$ cat src/hw/rtl/joystick_axis_average_framer_macros.svh
// Assertion macros for the joystick axis averaging framer.
// Needs i_clk and i_rst_n in the scope where a macro is used.
`ifndef JOYSTICK_AXIS_AVERAGE_FRAMER_MACROS_SVH
`define JOYSTICK_AXIS_AVERAGE_FRAMER_MACROS_SVH
`ifndef SYNTHESIS
`define JAAF_ASSERT_IMP(label, ante, cons, msg) \
    label: assert property (@(posedge i_clk) disable iff (!i_rst_n) (ante) |-> (cons)) \
        else $error(msg);
`define JAAF_ASSERT_NXT(label, ante, cons, msg) \
    label: assert property (@(posedge i_clk) disable iff (!i_rst_n) (ante) |=> (cons)) \
        else $error(msg);
`else
`define JAAF_ASSERT_IMP(label, ante, cons, msg)
`define JAAF_ASSERT_NXT(label, ante, cons, msg)
`endif
`endif

$ cat src/hw/rtl/jaaf_pkg.sv
// Shared types and constants for the joystick axis averaging framer.
// No dependencies.
`timescale 1ns / 1ps
`default_nettype none

package jaaf_pkg;
    localparam int SAMPLE_W   = 12;
    localparam int VAL_W      = 9;   // mapped value and average, two's complement
    localparam int BYTE_W     = 8;
    localparam int SPAN_W     = 9;
    localparam int PROD_W     = SAMPLE_W + SPAN_W;
    localparam int MAP_SPAN   = 510;
    localparam int MAP_FULL   = 4095;
    localparam int MAP_OFFSET = 255;
    localparam logic [BYTE_W-1:0] END_MARK = 8'hFF;

    localparam int QDEPTH = 8;
    localparam int QPTR_W = $clog2(QDEPTH);
    localparam int QCNT_W = QPTR_W + 1;

    // frame beats
    localparam logic [1:0] BEAT_AXIS = 2'd0;
    localparam logic [1:0] BEAT_LOW  = 2'd1;
    localparam logic [1:0] BEAT_HIGH = 2'd2;
    localparam logic [1:0] BEAT_END  = 2'd3;

    typedef struct packed {
        logic                axis;
        logic [SAMPLE_W-1:0] sample;
    } t_in_item;

    typedef struct packed {
        logic [BYTE_W-1:0] frame_byte;
        logic              last;
    } t_out_item;

    typedef struct packed {
        logic             axis;
        logic [VAL_W-1:0] avg;
    } t_qentry;

    typedef struct packed {
        logic    valid;
        t_qentry entry;
    } t_qslot;
endpackage

`default_nettype wire

$ cat src/hw/rtl/jaaf_front.sv
// Front end: request intake, sample mapping, per-axis window and averaging.
// Depends on jaaf_pkg.
`timescale 1ns / 1ps
`default_nettype none

module jaaf_front #(
    parameter int WINDOW = 5,
    parameter int AXES   = 2
) (
    input  wire                     i_clk,
    input  wire                     i_rst_n,
    input  wire                     i_valid,
    input  wire jaaf_pkg::t_in_item i_item,
    output logic                    o_stall,
    output jaaf_pkg::t_qslot        o_push,
    input  wire                     i_pop
);
    import jaaf_pkg::*;

    localparam int SUM_MAX = WINDOW * MAP_OFFSET;
    localparam int MAG_W   = $clog2(SUM_MAX + 1);
    localparam int SUM_W   = MAG_W + 1;
    // exact divide by WINDOW for magnitudes below 2**MAG_W
    localparam int DIV_SH  = MAG_W + $clog2(WINDOW);
    localparam int RCP     = ((1 << DIV_SH) + WINDOW - 1) / WINDOW;
    localparam int RCP_W   = MAG_W + 1;
    localparam int DPROD_W = MAG_W + RCP_W;
    localparam int AVG_W   = VAL_W - 1;

    logic              acc_ok;
    logic [QCNT_W-1:0] r_credit;
    logic [QCNT_W-1:0] n_credit;

    logic                r_s1_valid;
    logic                r_s1_axis;
    logic [SAMPLE_W-1:0] r_s1_sample;

    logic              r_s2_valid;
    logic              r_s2_axis;
    logic [PROD_W-1:0] r_s2_prod;

    logic [SPAN_W-1:0]   s3_q0;
    logic [SAMPLE_W:0]   s3_rem;
    logic [SPAN_W-1:0]   s3_q;
    logic [VAL_W:0]      s3_wide;
    logic                r_s3_valid;
    logic                r_s3_axis;
    logic [VAL_W-1:0]    r_s3_val;

    logic [VAL_W-1:0] r_hist [AXES][WINDOW];
    logic [SUM_W-1:0] r_sum  [AXES];
    logic [SUM_W-1:0] s4_old_sum;
    logic [VAL_W-1:0] s4_oldest;
    logic [SUM_W-1:0] n_sum;
    logic             r_s4_valid;
    logic             r_s4_axis;
    logic [SUM_W-1:0] r_s4_sum;

    logic               s5_neg;
    logic [SUM_W-1:0]   s5_neg_sum;
    logic [MAG_W-1:0]   s5_mag;
    logic               r_s5_valid;
    logic               r_s5_axis;
    logic               r_s5_neg;
    logic [DPROD_W-1:0] r_s5_prod;

    logic [AVG_W-1:0] s6_q;
    logic [VAL_W-1:0] s6_pos;

    // out-of-range axes are taken and dropped; credits cover pipe plus queue
    assign o_stall  = (r_credit == QCNT_W'(QDEPTH));
    assign acc_ok   = i_valid && !o_stall && (32'(i_item.axis) < 32'(AXES));
    assign n_credit = r_credit + QCNT_W'(acc_ok) - QCNT_W'(i_pop);

    always_ff @(posedge i_clk) begin
        if (!i_rst_n) begin
            r_credit   <= '0;
            r_s1_valid <= 1'b0;
            r_s2_valid <= 1'b0;
            r_s3_valid <= 1'b0;
            r_s4_valid <= 1'b0;
            r_s5_valid <= 1'b0;
        end else begin
            r_credit   <= n_credit;
            r_s1_valid <= acc_ok;
            r_s2_valid <= r_s1_valid;
            r_s3_valid <= r_s2_valid;
            r_s4_valid <= r_s3_valid;
            r_s5_valid <= r_s4_valid;
        end
    end

    // map: floor(sample*510/4095) - 255, divide by 4095 as 4096-1
    assign s3_q0   = r_s2_prod[PROD_W-1:SAMPLE_W];
    assign s3_rem  = {1'b0, r_s2_prod[SAMPLE_W-1:0]} + (SAMPLE_W+1)'(s3_q0);
    assign s3_q    = s3_q0 + SPAN_W'(s3_rem >= (SAMPLE_W+1)'(MAP_FULL));
    assign s3_wide = {1'b0, s3_q} - (VAL_W+1)'(MAP_OFFSET);

    always_comb begin
        s4_old_sum = '0;
        s4_oldest  = '0;
        for (int a = 0; a < AXES; a++) begin
            if (32'(r_s3_axis) == 32'(a)) begin
                s4_old_sum = r_sum[a];
                s4_oldest  = r_hist[a][0];
            end
        end
        n_sum = s4_old_sum
              - {{(SUM_W-VAL_W){s4_oldest[VAL_W-1]}}, s4_oldest}
              + {{(SUM_W-VAL_W){r_s3_val[VAL_W-1]}}, r_s3_val};
    end

    always_ff @(posedge i_clk) begin
        if (!i_rst_n) begin
            for (int a = 0; a < AXES; a++) begin
                r_sum[a] <= '0;
                for (int w = 0; w < WINDOW; w++) begin
                    r_hist[a][w] <= '0;
                end
            end
        end else if (r_s3_valid) begin
            for (int a = 0; a < AXES; a++) begin
                if (32'(r_s3_axis) == 32'(a)) begin
                    for (int w = 0; w < WINDOW - 1; w++) begin
                        r_hist[a][w] <= r_hist[a][w+1];
                    end
                    r_hist[a][WINDOW-1] <= r_s3_val;
                    r_sum[a]            <= n_sum;
                end
            end
        end
    end

    // truncate toward zero: divide the magnitude, restore the sign
    assign s5_neg     = r_s4_sum[SUM_W-1];
    assign s5_neg_sum = -r_s4_sum;
    assign s5_mag     = s5_neg ? s5_neg_sum[MAG_W-1:0] : r_s4_sum[MAG_W-1:0];

    always_ff @(posedge i_clk) begin
        r_s1_axis   <= i_item.axis;
        r_s1_sample <= i_item.sample;
        r_s2_axis   <= r_s1_axis;
        r_s2_prod   <= PROD_W'(r_s1_sample) * PROD_W'(MAP_SPAN);
        r_s3_axis   <= r_s2_axis;
        r_s3_val    <= s3_wide[VAL_W-1:0];
        r_s4_axis   <= r_s3_axis;
        r_s4_sum    <= n_sum;
        r_s5_axis   <= r_s4_axis;
        r_s5_neg    <= s5_neg;
        r_s5_prod   <= DPROD_W'(s5_mag) * DPROD_W'(RCP);
    end

    assign s6_q   = r_s5_prod[DIV_SH +: AVG_W];
    assign s6_pos = {1'b0, s6_q};

    assign o_push.valid      = r_s5_valid;
    assign o_push.entry.axis = r_s5_axis;
    assign o_push.entry.avg  = r_s5_neg ? -s6_pos : s6_pos;
endmodule

`default_nettype wire

$ cat src/hw/rtl/jaaf_queue.sv
// Short queue of averaged requests between the front end and the framer.
// Depends on jaaf_pkg.
`timescale 1ns / 1ps
`default_nettype none

module jaaf_queue (
    input  wire                   i_clk,
    input  wire                   i_rst_n,
    input  wire jaaf_pkg::t_qslot i_push,
    output jaaf_pkg::t_qslot      o_head,
    input  wire                   i_pop
);
    import jaaf_pkg::*;

    t_qentry           r_mem [QDEPTH];
    logic [QPTR_W-1:0] r_wr_ptr;
    logic [QPTR_W-1:0] r_rd_ptr;
    logic [QCNT_W-1:0] r_count;

    // front end holds credits, so a push never meets a full queue
    always_ff @(posedge i_clk) begin
        if (!i_rst_n) begin
            r_wr_ptr <= '0;
            r_rd_ptr <= '0;
            r_count  <= '0;
        end else begin
            if (i_push.valid) begin
                r_wr_ptr <= r_wr_ptr + QPTR_W'(1);
            end
            if (i_pop) begin
                r_rd_ptr <= r_rd_ptr + QPTR_W'(1);
            end
            r_count <= r_count + QCNT_W'(i_push.valid) - QCNT_W'(i_pop);
        end
    end

    always_ff @(posedge i_clk) begin
        if (i_push.valid) begin
            r_mem[r_wr_ptr] <= i_push.entry;
        end
    end

    assign o_head.valid = (r_count != '0);
    assign o_head.entry = r_mem[r_rd_ptr];
endmodule

`default_nettype wire

$ cat src/hw/rtl/jaaf_back.sv
// Back end: turns one queued average into a four-byte frame on the output.
// Depends on jaaf_pkg.
`timescale 1ns / 1ps
`default_nettype none

module jaaf_back (
    input  wire                   i_clk,
    input  wire                   i_rst_n,
    input  wire jaaf_pkg::t_qslot i_head,
    output logic                  o_pop,
    output logic                  o_valid,
    output jaaf_pkg::t_out_item   o_item,
    input  wire                   i_stall
);
    import jaaf_pkg::*;

    logic              r_fr_valid;
    t_qentry           r_fr;
    logic [1:0]        r_beat;
    logic              r_out_valid;
    t_out_item         r_out;
    logic              out_adv;
    logic              fr_done;
    logic [BYTE_W-1:0] beat_byte;

    assign out_adv = !r_out_valid || !i_stall;
    assign fr_done = r_fr_valid && out_adv && (r_beat == BEAT_END);
    // next frame loads in the cycle the end marker goes out
    assign o_pop   = i_head.valid && (!r_fr_valid || fr_done);

    always_comb begin
        case (r_beat)
            BEAT_AXIS: beat_byte = {{(BYTE_W-1){1'b0}}, r_fr.axis};
            BEAT_LOW:  beat_byte = r_fr.avg[BYTE_W-1:0];
            BEAT_HIGH: beat_byte = {BYTE_W{r_fr.avg[VAL_W-1]}};
            BEAT_END:  beat_byte = END_MARK;
            default:   beat_byte = END_MARK;
        endcase
    end

    always_ff @(posedge i_clk) begin
        if (!i_rst_n) begin
            r_fr_valid  <= 1'b0;
            r_beat      <= BEAT_AXIS;
            r_out_valid <= 1'b0;
        end else begin
            if (out_adv) begin
                r_out_valid <= r_fr_valid;
            end
            if (o_pop) begin
                r_fr_valid <= 1'b1;
                r_beat     <= BEAT_AXIS;
            end else if (fr_done) begin
                r_fr_valid <= 1'b0;
            end else if (r_fr_valid && out_adv) begin
                r_beat <= r_beat + 2'd1;
            end
        end
    end

    always_ff @(posedge i_clk) begin
        if (out_adv) begin
            r_out.frame_byte <= beat_byte;
            r_out.last       <= (r_beat == BEAT_END);
        end
        if (o_pop) begin
            r_fr <= i_head.entry;
        end
    end

    assign o_valid = r_out_valid;
    assign o_item  = r_out;
endmodule

`default_nettype wire

$ cat src/hw/rtl/joystick_axis_average_framer.sv
// Joystick axis averaging framer top level: front end, queue, frame serializer.
// Depends on jaaf_pkg, jaaf_front, jaaf_queue, jaaf_back and joystick_axis_average_framer_macros.svh.
// A sample passes the front-end pipeline into the queue, then the frame register and
// the output register. Each queued sample leaves as four output bytes, which bound
// the sustained sample rate; intake stalls once 8 samples sit in front and queue.
// Reset (synchronous, active low) clears the axis history to zero and drops all frames.
`timescale 1ns / 1ps
`default_nettype none
`include "joystick_axis_average_framer_macros.svh"

module joystick_axis_average_framer #(
    parameter int WINDOW = 5,
    parameter int AXES   = 2
) (
    input  wire                     i_clk,
    input  wire                     i_rst_n,
    input  wire                     i_valid,
    input  wire jaaf_pkg::t_in_item i_item,
    output logic                    o_stall,
    output logic                    o_valid,
    output jaaf_pkg::t_out_item     o_item,
    input  wire                     i_stall
);
    import jaaf_pkg::*;

    t_qslot w_push;
    t_qslot w_head;
    logic   w_pop;

    jaaf_front #(
        .WINDOW (WINDOW),
        .AXES   (AXES)
    ) u_front (
        .i_clk   (i_clk),
        .i_rst_n (i_rst_n),
        .i_valid (i_valid),
        .i_item  (i_item),
        .o_stall (o_stall),
        .o_push  (w_push),
        .i_pop   (w_pop)
    );

    jaaf_queue u_queue (
        .i_clk   (i_clk),
        .i_rst_n (i_rst_n),
        .i_push  (w_push),
        .o_head  (w_head),
        .i_pop   (w_pop)
    );

    jaaf_back u_back (
        .i_clk   (i_clk),
        .i_rst_n (i_rst_n),
        .i_head  (w_head),
        .o_pop   (w_pop),
        .o_valid (o_valid),
        .o_item  (o_item),
        .i_stall (i_stall)
    );

    `JAAF_ASSERT_IMP(a_pop_has_head, w_pop, w_head.valid, "pop from empty queue")
    `JAAF_ASSERT_NXT(a_head_holds, w_head.valid && !w_pop, w_head.valid, "queued request lost")
    `JAAF_ASSERT_IMP(a_last_is_end, o_valid && o_item.last, o_item.frame_byte == END_MARK,
        "last beat without end marker")
endmodule

`default_nettype wire

$ cat config.mk
export PLATFORM = sky130hd
export DESIGN_NAME = joystick_axis_average_framer
export DESIGN_NICKNAME = d
export VERILOG_FILES = /design/src/hw/rtl/jaaf_pkg.sv /design/src/hw/rtl/jaaf_front.sv /design/src/hw/rtl/jaaf_queue.sv /design/src/hw/rtl/jaaf_back.sv /design/src/hw/rtl/joystick_axis_average_framer.sv
export VERILOG_INCLUDE_DIRS = /design/src /design/src/hw/rtl
export SDC_FILE = /design/constraint.sdc
export NUM_CORES = 1
export LEC_CHECK = 0
export ABC_CLOCK_PERIOD_IN_PS = 5300
export BUFFER_PORTS_ARGS = -buffer_cell sky130_fd_sc_hd__buf_2
export CORE_MARGIN = 2
export CORE_UTILIZATION = 29
export DETAILED_ROUTE_END_ITERATION = 7
export PLACE_DENSITY = 0.46
export SLEW_MARGIN = 40
export SYNTH_ARGS = -nofsm -noshare
export SYNTH_HDL_FRONTEND = slang
export SYNTH_SLANG_ARGS = --single-unit
$ cat constraint.sdc
create_clock -name i_clk -period 5.3 [get_ports i_clk]
set_input_delay 0.265 -clock i_clk [delete_from_list [all_inputs] [get_ports i_clk]]
set_output_delay 0.265 -clock i_clk [all_outputs]
set_load 0.005 [all_outputs]
# After elaboration in Yosys (flattened, before gate mapping)
# Memories as Yosys holds them, arrays and structs flattened. A register that Yosys moved wholly into a read port is not among the register bits.
# Cells that the tools add are included.
dict set report totals {
  reg_bits 113
  ramBits 194
  inputBits 17
  out_inout_bits 11
  elab_cells 108
  mem_count 3
}
dict set report classes {
  addsub 14
  multipliers 2
  n_lt_le_gt_ge 1
  n_eq_ne 4
  mux 30
  n_bitwise 14
  reduce_logical 15
}
# memory depth width rd rd_ports_with_merged_regs wr line
set memory_table {}
lappend memory_table {u_front.r_hist 2 45 2 0 2 jaaf_front.sv:50} ;# logic [VAL_W-1:0] r_hist [AXES][WINDOW];
lappend memory_table {u_queue.r_mem 8 10 1 1 1 jaaf_queue.sv:15} ;# t_qentry r_mem [QDEPTH];
lappend memory_table {u_front.r_sum 2 12 2 0 2 jaaf_front.sv:51} ;# logic [SUM_W-1:0] r_sum [AXES];
# cell count
set op_table {}
lappend op_table {{$mux W9} 12}
lappend op_table {{$mux W12} 3}
lappend op_table {{$pmux W8 S4} 1}
lappend op_table {{$mul A11 B12 Y22 const B} 1}
lappend op_table {{$mul A12 B8 Y20 const B} 1}
lappend op_table {{$add A12 B9 Y13} 1}
lappend op_table {{$ge A13 B12 Y1 const B} 1}
lappend op_table {{$mux W1} 13}
lappend op_table {{$add A12 B12 Y12} 1}
lappend op_table {{$or A1 B1 Y1} 12}
lappend op_table {{$sub A12 B12 Y12} 1}
lappend op_table {{$mux W11} 1}
lappend op_table {{$neg A11 Y11} 1}
lappend op_table {{$add A9 B1 Y9} 1}
lappend op_table {{$neg A8 Y9} 1}
lappend op_table {{$sub A9 B8 Y9 const B} 1}
lappend op_table {{$add A4 B1 Y4} 2}
lappend op_table {{$sub A4 B1 Y4} 2}
lappend op_table {{$add A3 B1 Y3 const B} 2}
lappend op_table {{$eq A2 B2 Y1 const B} 2}
lappend op_table {{$eq A4 B4 Y1 const B} 1}
lappend op_table {{$logic_and A1 B1 Y1} 4}
lappend op_table {{$logic_not A1 Y1} 4}
lappend op_table {{$reduce_bool A4 Y1} 1}
lappend op_table {{other kinds (8)} 10}

# Longest topological paths before layout
# Gate-level depths: netlist of the first run.
dict set report logic_depth {
  word_depth 7
  mapped_depth 24
  ltp_nobuf 24
}

# Cells and area by module
# From an unflattened synthesis of the first run, not the netlist that was laid out.
dict set report unflattened {
  hier_cells 1297
  area_unflattened_um2 16753.6
}
# mod instances cells_each area_per_inst_um2
set by_module_without_submodules {}
lappend by_module_without_submodules {jaaf_front 1 1049 12139.1}
lappend by_module_without_submodules {jaaf_queue 1 182 3702.3}
lappend by_module_without_submodules {jaaf_back 1 66 912.1}

# Worst setup path after synthesis of the first run
# Ideal clock, no wire load.
dict set report synth_path {
  path_kind {reg-to-reg}
  start {register u_front.r_s4_sum[2]}
  end {register u_front.r_s5_prod[19]}
  setup_ps 72
  t_arrival_ps 5588
  required_ps 5228
  path_slack_ps -360
  path_stages_with_launch 21
  path_buffers 0
  period_less_slack_ps 5660
  cell_sequence {dfxtp_1 > or4_4 > or3_4 > o21ai_4 > xor2_2 > inv_2 > and2_4 > or2_1 > fa_1 > fa_1 > inv_1 > fa_1 > fa_1 > ha_1 > a21o_1 > a21oi_1 > o21ai_0 > o2bb2ai_1 > a41o_1 > o41ai_1 > xnor2_1}
}
dict set report synth_via {
  elab_chain_cells 3
}
# element line
set synth_lines {}
lappend synth_lines {{start, declared} jaaf_front.sv:57} ;# logic [SUM_W-1:0] r_s4_sum;
lappend synth_lines {{start signal, assigned} jaaf_front.sv:147} ;# r_s4_sum <= n_sum;
lappend synth_lines {{$neg A11 Y11} jaaf_front.sv:136} ;# assign s5_neg_sum = -r_s4_sum;
lappend synth_lines {{$mux W11 (*)} jaaf_front.sv:137} ;# assign s5_mag = s5_neg ? s5_neg_sum[MAG_W-1:0] : r_s4_sum[MAG_W-1:0];
lappend synth_lines {{$mul A11 B12 Y22 (*)} jaaf_front.sv:150} ;# r_s5_prod <= DPROD_W'(s5_mag) * DPROD_W'(RCP);
lappend synth_lines {{end signal, assigned} jaaf_front.sv:150}
lappend synth_lines {{end, declared} jaaf_front.sv:65} ;# logic [DPROD_W-1:0] r_s5_prod;
# Every way passes the cells marked *; elsewhere a longest branch is shown, timed or not.
# A chain may end at the register's enable or synchronous reset.

# Final worst setup path of the first run
dict set report layout_path {
  start {register u_front.r_s4_sum[1]}
  end {register u_front.r_s5_prod[19]}
}
# The elaborated chain is that of the path after synthesis.

==> results.toml, run 1 <==
[run_status]
status = "complete, but fails checks"
violations = "setup timing"

[global_routing]
grt_pass1_wl_um = 52400
track_usage = 0.110
grt_pass1_vias = 10015
grt_max_degree = 47
gr-total-overflow = 0
antenna_found_initial = 0

[timing]
finalSetupTns_ns = -1.33
rsz0062_at_grt = "yes"
worst_pin_slew_ns = 0.694
setup_violations = 7
fin_skew_ns = 0.0194
slew_violations = 0
period_needed_ns = 5.62
fmax_mhz = 178
finalHoldWorstSlack_ns = 0.324
fin_ws_ns = -0.323
relSlewSlack = 0.534
final-hold-violation-count = 0
final.period_utilization = 1.06

[route]
wl_per_cell_um = 14.3
ant_nets = 0
drt_drc_violations_left = 0
dr.first_iter.drc_count = 412
routed_wl_um = 31300
num_vias = 9406
first_pass_iters = 6
avgViaCountPerCell = 4.29

[clock_network]
htreeDepth = 2
path_clk_slew_ns = 0.06
clk_path_buf_depth = 3
cts_sinks = 303
cts_tree = "yes"
clk_latency_ns = 0.53
root_buffer = "clkbuf_16"
cts_buffers = 36

[setup_path]
crit_path_end_kind = "flop"
path_class = "reg2reg"
arrival_ns = 6.04
worst-path-max-fanout = 4
cp.required_ns = 5.72
crit_top_cell = "fa_1"
worstSetupStartpointType = "flop"
slowest_stage = "fa_1"
slowest_delay_ns = 0.57
worstPathCellList = "or4_4 > or3_4 > o21ai_4 > xor2_2 > inv_2 > and2_4 > or2_4 > fa_2 > fa_1 > inv_2 > fa_1 > fa_1 > ha_4 > nand3_2 > or4bb_1 > o2bb2ai_2 > a41o_1 > o41ai_2 > xnor2_1"

[floorplanning]
die_width_um = 243
dieArea_mm2 = 0.0589
io_pins = 28
core.rowCount = 87
dieHeight_um = 243
initial_utilization = 0.293
core_mm2 = 0.0564

[logic_synthesis]
yosysSeqAreaShare = 0.496
synth_seq_cells = 303
synth_area_mm2 = 0.0165
syn-instance-count = 1297
synth-edff-count = 213
ys_warn_count = 0
async_flop_share = 0
synth_ff_type = "edfxtp_1"
syn-num-nets = 1550
synth_cell_types = 62
syn_area_per_cell_um2 = 12.7

[placed_design]
io_buffers = 27
hpwl_um = 22500
gp_congestion = 0.790

[layout]
drive_above_1_share = 0.151
areaGrowthSynthToFinish_pct = 17.2
final_nets = 1661
final_util = 0.343
antenna_cells = 0

[flow_run]
cap_violations = 0

[hold_path]
min_path_type = "reg2reg"
cells in the mapped netlist, types with 2 or more instances:
master,n,share of area
mux4_2,20,0.027
and3_1,77,0.029
o41ai_1,2,0.0011
clkbuf_1,30,0.0068
o31a_1,2,0.0011
a211o_1,4,0.0021
a21boi_0,3,0.0014
or3_1,3,0.0011
nand4_1,5,0.0019
nor3_1,13,0.0039
nand2_1,44,0.010
nor2b_1,14,0.0053
and2_1,32,0.012
dfxtp_1,90,0.11
xor2_1,15,0.0080
o31ai_1,6,0.0027
ha_1,141,0.11
mux2i_1,17,0.010
inv_1,194,0.044
a21oi_1,40,0.012
o21ai_0,24,0.0073
xnor2_1,52,0.028
a31oi_1,3,0.0011
a2111oi_0,3,0.0016
or2_2,3,0.0011
nor4b_1,2,0.0011
a21o_1,14,0.0064
nand2b_1,11,0.0042
mux2_2,21,0.014
nor2_1,49,0.011
o21a_1,8,0.0036
edfxtp_1,213,0.39
fa_1,95,0.12
and4_1,3,0.0016
o21bai_1,5,0.0023
nand3_1,9,0.0027
buf_1,3,0.00068
o211ai_1,3,0.0014
per-stage QoR:
step,worst slack (ns),instances,area (um^2)
after floorplan,-0.187,1297,16500
after global placement,-0.373,2109,18000
after detailed placement,-0.451,2111,18000
after CTS,-0.416,2192,19300
after global routing,-0.518,2192,19400
final,-0.323,2192,19400
layer usage:
metal	global-route usage	vias to the layer above	wire, um
met1	0.147	4559	15100
met4	0.0274	0	515
met5	0	-	0
li1	-	4696	-
met3	0.0199	40	942
met2	0.184	111	14800
registers in the layout, indices dropped and copies added (netlist names), 8 cells and up:
name                 cells
u_front.r_hist          90
u_back.r_fr             10
u_front.r_s5_prod        8
u_front.r_s3_val         9
u_back.o_item            9
u_front.r_s4_sum        12
u_queue.r_mem           80
u_front.r_s2_prod       20
u_front.r_s1_sample     12
u_front.r_sum           24
repair_timing:
| action | 4_1_cts | 5_1_grt |
|---|---|---|
| resized for setup | 5 | 11 |
| hold buffers | 15 | 0 |
| endpoints found under the setup margin | 8 | 8 |
| endpoints found under the hold margin | 15 | 0 |
| pin swaps | 12 | 15 |
| setup buffers | 0 | 0 |
worst max-delay path, delay by kind of cell (launching register included):
kind	cells	cell delay, ns
AOI/OAI and AO/OA	4	0.71
xor gates and xnor gates	2	0.30
adders and majority gates	5	2.23
buffers and inverters	2	0.10
DFF	1	0.31
and+or+nand+nor	6	1.87
final cells by class:
type,instances,area (um^2)
Clock buffer,53,1040
Sequential cell,303,8200
Tap cell,756,946
Clock inverter,13,103
Multi-Input combinational cell,766,7560
Inverter,195,732
Timing Repair Buffer,106,777
Fill cell,5640,37000
layout by cell type, fill, tap and decap left out, types with 4 or more instances in the layout:
| cell type | instances |
|---|---|
| a211o_1 | 4 |
| a21o_1 | 14 |
| a21oi_1 | 38 |
| and2_1 | 32 |
| and3_1 | 77 |
| buf_2 | 27 |
| buf_4 | 62 |
| clkbuf_1 | 11 |
| clkbuf_16 | 37 |
| clkbuf_8 | 5 |
| clkinv_2 | 6 |
| dfxtp_1 | 87 |
| dlygate4sd3_1 | 15 |
| edfxtp_1 | 213 |
| fa_1 | 94 |
| ha_1 | 139 |
| inv_1 | 192 |
| mux2_2 | 21 |
| mux2i_1 | 17 |
| mux4_2 | 20 |
| nand2_1 | 42 |
| nand2b_1 | 11 |
| nand3_1 | 8 |
| nand4_1 | 5 |
| nor2_1 | 47 |
| nor2b_1 | 14 |
| nor3_1 | 13 |
| o21a_1 | 8 |
| o21ai_0 | 19 |
| o21bai_1 | 5 |
| o31ai_1 | 6 |
| xnor2_1 | 52 |
| xor2_1 | 15 |
worst paths after layout:
kind | from | endpoint | slack (ns) | depth (start not counted)
setup / recovery | u_front.r_s4_sum[1] | u_front.r_s5_prod[19] | -0.32 | 19
hold / removal | u_front.r_s4_axis | u_front.r_s5_axis | 0.32 | 0
setup reg to reg | u_front.r_s4_sum[1] | u_front.r_s5_prod[19] | -0.32 | 19
hold reg to reg | u_front.r_s4_axis | u_front.r_s5_axis | 0.32 | 0
kinds of logic (layout without fill, tap and decap cells):
| group | Yosys count | after routing | synth area share |
|---|---|---|---|
| AO/OA/AOI/OAI | 129 | 129 | 0.0510 |
| buffers and inverters | 228 | 367 | 0.0518 |
| adder cells (fa/ha/maj) | 236 | 236 | 0.222 |
| XOR/XNOR | 68 | 68 | 0.0365 |
| multiplexers | 58 | 58 | 0.0519 |
| AND/OR/NAND/NOR | 275 | 275 | 0.0906 |
| flip-flops | 303 | 303 | 0.496 |
Power of run 1 is not shown: default switching activity piles up to over one toggle a cycle in this logic, so the estimate is an artifact.
==> inputs of run 2 (changes only) <==
- CELL_PAD_IN_SITES_DETAIL_PLACEMENT: not set -> 1
- CELL_PAD_IN_SITES_GLOBAL_PLACEMENT: not set -> 1
- PLACE_DENSITY: 0.46 -> 0.53
==> results.toml, run 2 (same netlist as run 1, synthesis figures left out) <==
[global_routing]
antenna_found_initial = 0
track_usage = 0.119
grt_max_degree = 48
grt_pass1_wl_um = 56300
grt_pass1_vias = 10605
gr-total-overflow = 0

[setup_path]
cp.required_ns = 5.73
arrival_ns = 6.21
crit_top_cell = "fa_1"
slowest_delay_ns = 0.59
worst-path-max-fanout = 4
slowest_stage = "fa_2"
crit_path_end_kind = "flop"
worstSetupStartpointType = "flop"
worstPathCellList = "or4_4 > or3_4 > o21ai_4 > xor2_2 > inv_2 > and2_4 > or2_4 > fa_1 > fa_2 > inv_2 > fa_1 > fa_1 > ha_4 > nand3_2 > or4bb_1 > o2bb2ai_2 > a41o_1 > buf_4 > nor2_2 > xnor2_1"
path_class = "reg2reg"

[layout]
drive_above_1_share = 0.160
regArea_mm2 = 0.00820
antenna_cells = 0
multi_input_area_mm2 = 0.00760
areaGrowthSynthToFinish_pct = 18.4
final_common_cell = "edfxtp_1"
final_nets = 1662
final_area_mm2 = 0.0196
layout_common_cells = "edfxtp_1 (213), inv_1 (193), ha_1 (139), fa_1 (94), dfxtp_1 (86)"
largest_register = "u_front.r_hist"
largest_reg_flops = 90
fill_cells = 6095
top_regs = "u_front.r_hist (90), u_queue.r_mem (80), u_front.r_sum (24)"

[timing]
worst_pin_slew_ns = 0.737
relSlewSlack = 0.505
rsz0062_at_grt = "yes"
final.period_utilization = 1.09
fmax_mhz = 173
setup_violations = 8
period_needed_ns = 5.78
final-hold-violation-count = 0
fin_skew_ns = 0.0105
finalHoldWorstSlack_ns = 0.235
slew_violations = 0
fin_ws_ns = -0.485

[run_status]
violations = "setup timing"
status = "complete, but fails checks"

[route]
ant_nets = 0
drt_drc_violations_left = 0
first_pass_iters = 4
num_vias = 9515
dr.first_iter.drc_count = 297
avgViaCountPerCell = 4.34
routed_wl_um = 33600
wl_per_cell_um = 15.3

[floorplanning]
dieHeight_um = 243
io_pins = 28
core.rowCount = 87
core_mm2 = 0.0564
dieArea_mm2 = 0.0589
initial_utilization = 0.293
die_width_um = 243

[placed_design]
post-place-ws_ns = -0.536
gp_congestion = 0.774
hpwl_um = 24300
io_buffers = 27
placed_area_mm2 = 0.0180

[clock_network]
path_clk_slew_ns = 0.06
cts_sinks = 303
clk_path_buf_depth = 3
htreeDepth = 2
root_buffer = "clkbuf_16"
cts_tree = "yes"
clk_latency_ns = 0.54
cts_buffers = 37

[hold_path]
min_path_type = "in2reg"

[flow_run]
cap_violations = 0
[run 2: final cells by class]
cell class                      count  area share
Clock buffer                       48      0.0526
Clock inverter                     19      0.0130
Inverter                          195      0.0374
Multi-Input combinational cell    766       0.389
Sequential cell                   303       0.419
Tap cell                          756      0.0483
Timing Repair Buffer              106      0.0407
[run 2: worst paths after layout]
kind                                           from                    end  slack [ns]  cells after the start
worst max-delay path            u_front.r_s4_sum[1]  u_front.r_s5_prod[17]       -0.48                     20
worst min-delay path                        i_rst_n      u_back.r_fr_valid        0.23                      2
worst max register to register  u_front.r_s4_sum[1]  u_front.r_s5_prod[17]       -0.48                     20
worst min register to register    u_front.r_s4_axis      u_front.r_s5_axis        0.33                      0
[run 2: per-layer routing]
metal | part of all wire | GRT usage
met5 | 0 | 0
met4 | 0.017 | 0.0303
met3 | 0.032 | 0.0205
met2 | 0.47 | 0.196
met1 | 0.48 | 0.162
[run 2: metrics by stage]
| step | std cells | TNS [ns] | util |
|---|---|---|---|
| final | 2193 | -2.59 | 0.347 |
| after global routing | 2193 | -3.91 | 0.347 |
| after CTS | 2192 | -2.81 | 0.346 |
| after detailed placement | 2105 | -3.19 | 0.319 |
| after global placement | 2103 | -2.17 | 0.318 |
| after floorplan | 1297 | -0.556 | - |
[run 2: repair_timing]
| action | in CTS | in global routing |
|---|---|---|
| pin swaps | 11 | 19 |
| resized for setup | 7 | 17 |
| hold buffers | 15 | 0 |
| setup buffers | 6 | 2 |
| setup endpoints to repair | 8 | 8 |
| hold endpoints to repair | 15 | 0 |
[run 2: critical path, delay by kind of cell, from the launching register on]
kind                     cells  cell delay [ns]
AND/OR/NAND/NOR              7             1.85
buffers and inverters        3             0.23
AO/OA/AOI/OAI                3             0.56
XOR/XNOR                     2             0.32
adder cells (fa/ha/maj)      5             2.39
flip-flops                   1             0.32
Power of run 2 is left out for the same reason.
==> inputs of run 3 (changes only) <==
- ABC_CLOCK_PERIOD_IN_PS: 5300 -> 5990
- PLACE_DENSITY: 0.53 -> 0.51
- clock period: 5.3 -> 5.99 ns (I/O delays scaled with it)
==> results.toml, run 3 (same netlist as run 1, synthesis figures left out) <==
[run_status]
status = "complete, no violations"

[timing]
setup_violations = 0
final-hold-violation-count = 0
period_needed_ns = 5.76
worst_pin_slew_ns = 0.816
slew_violations = 0
fmax_mhz = 174
final.period_utilization = 0.961
relSlewSlack = 0.452
fin_skew_ns = 0.0222

[clock_network]
clk_latency_ns = 0.56
path_clk_slew_ns = 0.06
cts_sinks = 303
cts_tree = "yes"
cts_buffers = 37
root_buffer = "clkbuf_16"
cts_setup_buffers = 0
clk_path_buf_depth = 3
htreeDepth = 2

[setup_path]
worstPathCellList = "or4_4 > or3_4 > o21ai_4 > xor2_2 > inv_2 > buf_4 > nor2_2 > or2_1 > fa_2 > fa_2 > inv_1 > fa_1 > fa_1 > ha_4 > nand3_2 > or4bb_1 > o2bb2ai_2 > a41o_1 > o41ai_2 > xnor2_1"
worst-path-max-fanout = 4
worstSetupStartpointType = "flop"
cp.required_ns = 6.42
arrival_ns = 6.19
crit_path_end_kind = "flop"
slowest_stage = "fa_2"
slowest_delay_ns = 0.54
path_class = "reg2reg"

[floorplanning]
initial_utilization = 0.293
die_width_um = 243
dieArea_mm2 = 0.0589
io_pins = 28
core.rowCount = 87
dieHeight_um = 243
core_mm2 = 0.0564

[route]
avgViaCountPerCell = 4.36
num_vias = 9380
first_pass_iters = 4
ant_nets = 0
dr.first_iter.drc_count = 401
drt_drc_violations_left = 0
wl_per_cell_um = 15.7
routed_wl_um = 33800

[layout]
top_regs = "u_front.r_hist (90), u_queue.r_mem (80), u_front.r_sum (24)"
areaGrowthSynthToFinish_pct = 15.6
final_common_cell = "edfxtp_1"
largest_reg_flops = 90
final_nets = 1622
drive_above_1_share = 0.126
layout_common_cells = "edfxtp_1 (213), inv_1 (193), ha_1 (140), fa_1 (93), dfxtp_1 (87)"
stdcell_count = 2153
final_area_mm2 = 0.0191
antenna_cells = 0
largest_register = "u_front.r_hist"

[placed_design]
io_buffers = 27
hpwl_um = 24200
gp_congestion = 0.777
place_inst = 2071
placed_area_mm2 = 0.0177

[flow_run]
cap_violations = 0

[global_routing]
gr-total-overflow = 0
grt_pass1_vias = 10464
track_usage = 0.119
grt_max_degree = 63
antenna_found_initial = 0
grt_pass1_wl_um = 56200

[hold_path]
min_path_type = "reg2reg"
==> run 3: final timing paths <==
check,from,end,slack (ns),cells after the start
hold / removal,u_front.r_s4_axis,u_front.r_s5_axis,0.31,0
hold reg to reg,u_front.r_s4_axis,u_front.r_s5_axis,0.31,0
setup reg to reg,u_front.r_s4_sum[1],u_front.r_s5_prod[19],0.23,20
setup / recovery,u_front.r_s4_sum[1],u_front.r_s5_prod[19],0.23,20
==> run 3: per-layer routing <==
layer,vias up,global-route usage,part of all wire
met2,83,0.199,0.47
met1,4634,0.159,0.48
li1,4611,-,-
met4,0,0.0357,0.023
met3,52,0.0190,0.027
met5,-,0,0
==> run 3: cell type report <==
type                       count  area [um^2]
fill                        6094        37300
sequential                   303         8200
multi-input combinational    766         7550
clock buffer                  48          987
tap                          756          946
inverter                     195          732
timing repair buffer          66          465
clock inverter                19          209
==> run 3: what timing repair did <==
item | 4_1_cts | 5_1_grt
pin swaps | 2 | 15
hold buffers | 15 | 0
endpoints found under the hold margin | 15 | 0
setup endpoints to repair | 2 | 8
resized for setup | 2 | 13
==> run 3: worst max-delay path: cells and delay by family, from the launching register on <==
family          cells  cell delay, ns
compound gates      4            0.74
simple gates        6            1.74
xor+xnor            2            0.33
fa+ha+maj           5            2.26
buf+inv             3            0.25
flops               1            0.33
==> run 3: through the flow <==
stage	hold WS, ns	TNS (ns)	util	setup slack (ns)
floorplan	0.310	0	-	0.330
global placement	0.317	-0.00147	0.313	-0.00147
detailed placement	0.316	-0.107	0.313	-0.0786
CTS	0.309	0	0.337	0.0182
global route	0.326	-0.00318	0.339	-0.00318
finish	0.305	0	0.339	0.232
Power of run 3 is left out for the same reason.
